==> config.mk <==
export PLATFORM = sky130hd
export DESIGN_NAME = palette_quantize_bitplane_pack
export DESIGN_NICKNAME = d
export VERILOG_FILES = /design/src/pqbp_pkg.sv /design/src/pqbp_dist.sv /design/src/pqbp_pack.sv /design/src/palette_quantize_bitplane_pack.sv
export SDC_FILE = /design/constraint.sdc
export NUM_CORES = 2
export LEC_CHECK = 0
export BUFFER_PORTS_ARGS = -buffer_cell sky130_fd_sc_hd__clkbuf_2
export CAP_MARGIN = 5
export CORE_AREA = 5 5 389 296
export CTS_CLUSTER_DIAMETER = 60
export DETAILED_ROUTE_END_ITERATION = 16
export DIE_AREA = 0 0 394 301
export PLACE_DENSITY = 0.51
export SLEW_MARGIN = 30
export SYNTH_ARGS = -nofsm -noshare
export SYNTH_HDL_FRONTEND = slang
export SYNTH_HIERARCHICAL = 1
export SYNTH_SLANG_ARGS = --single-unit
==> constraint.sdc <==
create_clock -name clk -period 9.9 [get_ports clk]
set_input_delay 0.99 -clock clk [delete_from_list [all_inputs] [get_ports clk]]
set_output_delay 0.99 -clock clk [all_outputs]
set_load 0.02 [all_outputs]
==> src/pqbp_pkg.sv <==
// ----------------------------------------------------------------------------
// pqbp_pkg
// Shared types, constants and distance helpers for the palette quantizer
// and bit-plane packer.
// ----------------------------------------------------------------------------
package pqbp_pkg;

  // field and datapath widths
  localparam int PIXEL_W         = 24;
  localparam int CHAN_W          = 8;
  localparam int BYTE_W          = 8;
  localparam int PALETTE_ENTRIES = 4;
  localparam int PIXELS_PER_BYTE = 8;
  localparam int IDX_W           = 2;
  localparam int POS_W           = 3;
  localparam int MODE_W          = 2;
  localparam int CFG_IDX_W       = 3;
  localparam int SQ_W            = 2 * CHAN_W;
  localparam int DIST_W          = SQ_W + 2;

  // configuration register indexes
  localparam logic [CFG_IDX_W-1:0] REG_PALETTE_0    = 3'd0;
  localparam logic [CFG_IDX_W-1:0] REG_PALETTE_1    = 3'd1;
  localparam logic [CFG_IDX_W-1:0] REG_PALETTE_2    = 3'd2;
  localparam logic [CFG_IDX_W-1:0] REG_PALETTE_3    = 3'd3;
  localparam logic [CFG_IDX_W-1:0] REG_PACK_MODE    = 3'd4;
  localparam logic [CFG_IDX_W-1:0] REG_PLANE_SELECT = 3'd5;
  localparam logic [CFG_IDX_W-1:0] REG_KEY_COLOR    = 3'd6;

  // packing modes; the unused code behaves as masked
  localparam logic [MODE_W-1:0] MODE_BOTH   = 2'd0;
  localparam logic [MODE_W-1:0] MODE_SINGLE = 2'd1;
  localparam logic [MODE_W-1:0] MODE_MASKED = 2'd2;

  localparam logic [PIXEL_W-1:0] KEY_COLOR_RESET = 24'hFF00FF;

  typedef logic [PIXEL_W-1:0] pixel_t;
  typedef logic [PALETTE_ENTRIES-1:0][PIXEL_W-1:0] palette_t;

  // per-pixel result of the distance stage
  typedef struct packed {
    logic [PALETTE_ENTRIES-1:0][DIST_W-1:0] sq_dist;
    logic                                   key_hit;
  } dist_info_t;

  // squared difference of one channel
  function automatic logic [SQ_W-1:0] chan_sq(input logic [CHAN_W-1:0] a,
                                              input logic [CHAN_W-1:0] b);
    logic [CHAN_W-1:0] diff;
    diff = (a > b) ? (a - b) : (b - a);
    return SQ_W'(diff) * SQ_W'(diff);
  endfunction

  // squared euclidean distance over the three channels
  function automatic logic [DIST_W-1:0] color_dist(input pixel_t p, input pixel_t q);
    logic [SQ_W-1:0] r_sq;
    logic [SQ_W-1:0] g_sq;
    logic [SQ_W-1:0] b_sq;
    r_sq = chan_sq(p[CHAN_W-1:0], q[CHAN_W-1:0]);
    g_sq = chan_sq(p[2*CHAN_W-1:CHAN_W], q[2*CHAN_W-1:CHAN_W]);
    b_sq = chan_sq(p[3*CHAN_W-1:2*CHAN_W], q[3*CHAN_W-1:2*CHAN_W]);
    return DIST_W'(r_sq) + DIST_W'(g_sq) + DIST_W'(b_sq);
  endfunction

endpackage

==> src/pqbp_dist.sv <==
// ----------------------------------------------------------------------------
// pqbp_dist
// Pixel input register followed by a register holding the four palette
// distances and the key color match.
// ----------------------------------------------------------------------------
module pqbp_dist import pqbp_pkg::*; (
  input  logic       clk,
  input  logic       rst,
  input  logic       in_valid,
  output logic       in_ready,
  input  pixel_t     pixel,
  input  palette_t   palette,
  input  pixel_t     key_color,
  output logic       out_valid,
  input  logic       out_ready,
  output dist_info_t out_info
);

  logic       pix_valid;
  pixel_t     pix_reg;
  logic       pix_ready;
  logic       dist_ready;
  dist_info_t info_next;

  // stage enables
  assign dist_ready = !out_valid || out_ready;
  assign pix_ready  = !pix_valid || dist_ready;
  assign in_ready   = pix_ready;

  // pixel register
  always_ff @(posedge clk) begin
    if (rst) begin
      pix_valid <= 1'b0;
    end else if (pix_ready) begin
      pix_valid <= in_valid;
    end
  end

  always_ff @(posedge clk) begin
    if (pix_ready && in_valid) begin
      pix_reg <= pixel;
    end
  end

  // four distances in parallel, plus key match
  always_comb begin
    for (int k = 0; k < PALETTE_ENTRIES; k++) begin
      info_next.sq_dist[k] = color_dist(palette[k], pix_reg);
    end
    info_next.key_hit = (pix_reg == key_color);
  end

  // distance register
  always_ff @(posedge clk) begin
    if (rst) begin
      out_valid <= 1'b0;
    end else if (dist_ready) begin
      out_valid <= pix_valid;
    end
  end

  always_ff @(posedge clk) begin
    if (dist_ready && pix_valid) begin
      out_info <= info_next;
    end
  end

endmodule

==> src/pqbp_pack.sv <==
// ----------------------------------------------------------------------------
// pqbp_pack
// Picks the nearest palette index, shifts its bits into the byte
// accumulators and holds each finished byte pair in the result register.
// ----------------------------------------------------------------------------
module pqbp_pack import pqbp_pkg::*; (
  input  logic              clk,
  input  logic              rst,
  input  logic              in_valid,
  output logic              in_ready,
  input  dist_info_t        in_info,
  input  logic [MODE_W-1:0] pack_mode,
  input  logic              plane_select,
  output logic              out_valid,
  input  logic              out_ready,
  output logic [BYTE_W-1:0] first_byte,
  output logic [BYTE_W-1:0] second_byte
);

  logic [POS_W-1:0]  pixel_count;
  logic [BYTE_W-1:0] first_accum;
  logic [BYTE_W-1:0] second_accum;
  logic [BYTE_W-1:0] first_accum_next;
  logic [BYTE_W-1:0] second_accum_next;
  logic [BYTE_W-1:0] pos_mask;
  logic [IDX_W-1:0]  lo_idx;
  logic [IDX_W-1:0]  hi_idx;
  logic [DIST_W-1:0] lo_dist;
  logic [DIST_W-1:0] hi_dist;
  logic [IDX_W-1:0]  idx;
  logic              sel;
  logic              first_bit;
  logic              second_bit;
  logic              take;
  logic              last;

  // nearest entry, lower index wins ties
  always_comb begin
    if (in_info.sq_dist[1] < in_info.sq_dist[0]) begin
      lo_idx  = IDX_W'(1);
      lo_dist = in_info.sq_dist[1];
    end else begin
      lo_idx  = IDX_W'(0);
      lo_dist = in_info.sq_dist[0];
    end
    if (in_info.sq_dist[3] < in_info.sq_dist[2]) begin
      hi_idx  = IDX_W'(3);
      hi_dist = in_info.sq_dist[3];
    end else begin
      hi_idx  = IDX_W'(2);
      hi_dist = in_info.sq_dist[2];
    end
    idx = (hi_dist < lo_dist) ? hi_idx : lo_idx;
  end

  assign sel = idx[plane_select];

  // bits contributed by this pixel
  always_comb begin
    first_bit  = 1'b0;
    second_bit = 1'b0;
    case (pack_mode)
      MODE_BOTH: begin
        first_bit  = idx[0];
        second_bit = idx[1];
      end
      MODE_SINGLE: begin
        first_bit  = sel;
      end
      default: begin
        first_bit  = in_info.key_hit;
        second_bit = !in_info.key_hit && sel;
      end
    endcase
  end

  // first pixel of a byte lands in the msb
  assign pos_mask          = BYTE_W'(8'h80) >> pixel_count;
  assign first_accum_next  = first_accum | (first_bit ? pos_mask : '0);
  assign second_accum_next = second_accum | (second_bit ? pos_mask : '0);

  assign last     = (pixel_count == POS_W'(PIXELS_PER_BYTE - 1));
  assign in_ready = !last || !out_valid || out_ready;
  assign take     = in_valid && in_ready;

  // accumulators, pixel count and result valid
  always_ff @(posedge clk) begin
    if (rst) begin
      pixel_count  <= '0;
      first_accum  <= '0;
      second_accum <= '0;
      out_valid    <= 1'b0;
    end else begin
      if (out_valid && out_ready) begin
        out_valid <= 1'b0;
      end
      if (take) begin
        if (last) begin
          out_valid    <= 1'b1;
          pixel_count  <= '0;
          first_accum  <= '0;
          second_accum <= '0;
        end else begin
          pixel_count  <= pixel_count + POS_W'(1);
          first_accum  <= first_accum_next;
          second_accum <= second_accum_next;
        end
      end
    end
  end

  // result payload
  always_ff @(posedge clk) begin
    if (take && last) begin
      first_byte  <= first_accum_next;
      second_byte <= second_accum_next;
    end
  end

  // bits not yet reached in the current byte stay clear
  a_first_low_clear: assert property (@(posedge clk) disable iff (rst)
    (first_accum & (BYTE_W'(8'hFF) >> pixel_count)) == '0)
    else $error("first accumulator has bits beyond the current position");

  a_second_low_clear: assert property (@(posedge clk) disable iff (rst)
    (second_accum & (BYTE_W'(8'hFF) >> pixel_count)) == '0)
    else $error("second accumulator has bits beyond the current position");

  // a completed byte always shows up as a result
  a_last_loads_out: assert property (@(posedge clk) disable iff (rst)
    take && last |=> out_valid && pixel_count == '0)
    else $error("completed byte did not reach the result register");

  // input stalls only behind a full, stalled result register
  a_stall_cause: assert property (@(posedge clk) disable iff (rst)
    !in_ready |-> out_valid && !out_ready && last)
    else $error("pixel stalled without a blocked result");

  // a key pixel in masked mode never sets a color bit
  a_key_no_color: assert property (@(posedge clk) disable iff (rst)
    take && !last && pack_mode[1] && in_info.key_hit |=>
      second_accum == $past(second_accum))
    else $error("key pixel set a color bit");

endmodule

==> src/palette_quantize_bitplane_pack.sv <==
// ----------------------------------------------------------------------------
// palette_quantize_bitplane_pack
// Maps each RGB pixel to the nearest of four palette colors and packs the
// index or key-match bits of eight pixels into a pair of bit-plane bytes.
// ----------------------------------------------------------------------------
// Throughput: one pixel per clock unless a full result register is stalled
//   by m_axis_tready; one result per eight pixels. m_axis_tvalid rises once
//   the eighth pixel has passed the pixel, distance and result registers.
// The distance register holds the four parallel squared-distance sums.
// Reset (rst, synchronous): pipeline empty, pixel count and accumulators
//   zero, palette zero, mode both planes, plane 0, key color 0xFF00FF.
module palette_quantize_bitplane_pack import pqbp_pkg::*; (
  input  logic                 clk,
  input  logic                 rst,
  input  logic                 s_axis_tvalid,
  output logic                 s_axis_tready,
  input  logic [PIXEL_W-1:0]   s_axis_tdata,   // [23:0] pixel_color
  output logic                 m_axis_tvalid,
  input  logic                 m_axis_tready,
  output logic [2*BYTE_W-1:0]  m_axis_tdata,   // [7:0] first_byte, [15:8] second_byte
  input  logic                 cfg_we,
  input  logic [CFG_IDX_W-1:0] cfg_index,
  input  logic [PIXEL_W-1:0]   cfg_wdata
);

  palette_t          palette;
  logic [MODE_W-1:0] pack_mode;
  logic              plane_select;
  pixel_t            key_color;

  logic              dist_valid;
  logic              dist_ready;
  dist_info_t        dist_info;
  logic [BYTE_W-1:0] first_byte;
  logic [BYTE_W-1:0] second_byte;

  // configuration registers
  always_ff @(posedge clk) begin
    if (rst) begin
      palette      <= '0;
      pack_mode    <= MODE_BOTH;
      plane_select <= 1'b0;
      key_color    <= KEY_COLOR_RESET;
    end else if (cfg_we) begin
      unique case (cfg_index)
        REG_PALETTE_0:    palette[0]   <= cfg_wdata;
        REG_PALETTE_1:    palette[1]   <= cfg_wdata;
        REG_PALETTE_2:    palette[2]   <= cfg_wdata;
        REG_PALETTE_3:    palette[3]   <= cfg_wdata;
        REG_PACK_MODE:    pack_mode    <= cfg_wdata[MODE_W-1:0];
        REG_PLANE_SELECT: plane_select <= cfg_wdata[0];
        REG_KEY_COLOR:    key_color    <= cfg_wdata;
        default: ;
      endcase
    end
  end

  // distance stages
  pqbp_dist u_dist (
    .clk       (clk),
    .rst       (rst),
    .in_valid  (s_axis_tvalid),
    .in_ready  (s_axis_tready),
    .pixel     (s_axis_tdata),
    .palette   (palette),
    .key_color (key_color),
    .out_valid (dist_valid),
    .out_ready (dist_ready),
    .out_info  (dist_info)
  );

  // index selection, packing and result register
  pqbp_pack u_pack (
    .clk          (clk),
    .rst          (rst),
    .in_valid     (dist_valid),
    .in_ready     (dist_ready),
    .in_info      (dist_info),
    .pack_mode    (pack_mode),
    .plane_select (plane_select),
    .out_valid    (m_axis_tvalid),
    .out_ready    (m_axis_tready),
    .first_byte   (first_byte),
    .second_byte  (second_byte)
  );

  assign m_axis_tdata = {second_byte, first_byte};

endmodule
==> run summary <==
RSZ-0062 raised after global routing: no
Initial drt markers: 1,896
Die area: 119,000 um2
Layout cells sized above 1: 0.0678
Most common cell in the netlist: inv_1
Die Ht: 301 um
Worst-path clk slew: 0.06 ns
Clock Skew: 0.0355 ns
Max-cap violations: 0
Crit path capture type: register
Port-buffer cells: 73
Status: completed
Clock Latency Late Sink: 0.57 ns
CP required: 10.21 ns
TritonCTS clock tree: done
Mapped Area: 40,700 um2
Biggest register: palette
Syn Area/Cell: 9.31 um2
# setup viols final: 0
Commonest cells in the netlist: 986 x inv_1, 552 x fa_1, 552 x ha_1, 365 x nor2_1, 211 x nand2b_1
Sum Neg Setup Slack: 0 ns
Synth async-reset ratio: 0
CTS Hold Bufs: 0
CTS root buf: clkbuf_16
Post-synth EDFFs: 113
Hold slack: 0.441 ns
Register bit count reported by yosys: 258
Vias/cell: 4.85
Syn nets: 5,531
Max Root-Sink Buffers: 3
WL per Instance: 19.1 um
Most Frequent Cell on Critical Path: fa_1
Worst Path Max Fanout: 9
Ports: 74
Via count: 28,669
DRC: 0
Fmax: 108 MHz
Fin. Hold Viols: 0
Slew headroom: 0.358
Pin count of the biggest net entering global routing: 85
Starting Density: 0.368
Final period util: 0.931
First-pass GRT wire length: 176,000 um
CP Data Arrival Time: 9.53 ns
Synth Flop Type: dfxtp_1
Vias in the first global route: 29,142
Worst Tran Pin Value: 0.936 ns
DP HPWL: 94,400 um
Yosys top cell by area: fa_1
Setup WS pre-CTS: 0.700 ns
Synth cell types: 89
Filler cell count: 11,197
Min cycle time layout: 9.22 ns
Slowest stage cell, crit path: xor2_1
DR pass1 iterations: 7
Synth-to-layout area growth: 8.21%
Post-CTS Setup Inserts: 0
CTS resizes: 0
Slew Limit Fails: 0
Total global routing overflow: 0
N_diodes: 0
CP max stage delay: 0.74 ns
Nets: 5,589
CORE AREA: 111,000 um2
Seq/Total Area, Yosys: 0.155
TritonCTS Sinks: 258
Yosys top cell area share: 0.272
Synth top area cells: fa_1 27%, ha_1 17%, inv_1 9.1%, edfxtp_1 8.3%, dfxtp_1 7.1%
Top flop regs: palette: 96 flops, u_dist/out_info: 73 flops
Gp weighted congestion: 0.891
Worst Path Class, Setup: register to register
Max reg flops: 96
Post-DRT Antenna Nets: 0
Worst setup margin: 0.682 ns
Detailed Route WL: 113,000 um
Ys Warns: 6
Number of CTS-inserted buffers: 34
Total GRT Usage: 0.190
Reg area: 6300 um2
Die width: 394 um
CTS H-tree lvls: 2
Area occupied by multi-input gates: 30,200 um2
Antenna violations before repair: 1
Syn Inst Count: 4,371
CP Launch Type: register
Hold crit path type: register to register
Site Rows: 106
layout make-up:
type	instances	share of cell area
Clock inverter	17	0.00418
Sequential cell	258	0.143
Multi-Input combinational cell	3002	0.686
Tap cell	1458	0.0414
Clock buffer	44	0.0216
Inverter	996	0.0849
Timing Repair Buffer	137	0.0193
critical path, delay by kind of cell, from the launching register on:
kind / cells / cell delay [ns]
and+or+nand+nor: 2 / 0.50
buffers and inverters: 5 / 0.76
AOI/OAI and AO/OA: 9 / 1.89
DFF: 1 / 0.65
adders and majority gates: 10 / 4.32
xor gates and xnor gates: 2 / 0.82
kinds of logic (layout without fill, tap and decap cells):
logic type | Yosys count | in the layout | share of synthesized area
buffers and inverters | 1111 | 1194 | 0.106
flip-flops | 258 | 258 | 0.155
AND/OR/NAND/NOR | 970 | 970 | 0.119
XOR/XNOR | 162 | 162 | 0.0354
AO/OA/AOI/OAI | 526 | 526 | 0.0842
adder cells (fa/ha/maj) | 1104 | 1104 | 0.441
multiplexers | 240 | 240 | 0.0602
final timing paths:
kind / startpoint / to / slack [ns] / cells past startpoint
hold / removal: u_pack/first_accum[7] / u_pack/first_accum[7] / 0.44 / 2
setup / recovery: u_dist/pix_reg[0] / u_dist/out_info[36] / 0.68 / 28
hold reg to reg: u_pack/first_accum[7] / u_pack/first_accum[7] / 0.44 / 2
setup reg to reg: u_dist/pix_reg[0] / u_dist/out_info[36] / 0.68 / 28
per-stage QoR:
stage / std cells / utilization / area (um2)
2_1_floorplan: 4371 / - / 40700
3_3_place_gp: 5851 / 0.388 / 42900
3_5_place_dp: 5851 / 0.388 / 42900
4_1_cts: 5912 / 0.398 / 44000
5_1_grt: 5912 / 0.398 / 44000
6_report: 5912 / 0.398 / 44000
cell usage in the layout (no fill, tap or decap), types with 89 or more instances in the layout:
cell type / Yosys / routed
xnor2_1: 93 / 89
dfxtp_1: 145 / 145
edfxtp_1: 113 / 113
ha_1: 552 / 552
nand2_1: 134 / 134
nor2_1: 365 / 365
nand2b_1: 211 / 211
inv_1: 986 / 986
fa_1: 552 / 552
a21oi_1: 159 / 159
mux2i_1: 208 / 208
per-layer routing:
metal  GRT usage  wire [um]  vias up
li1            -          -    13978
met4      0.0247       1440        0
met2       0.259      42600      642
met3      0.0377       7560       78
met5           0          0        -
met1       0.311      61100    13971
Power is left out: the tool's default activity adds up to more than one toggle a clock period on the data nets, which glitch-free logic cannot reach.
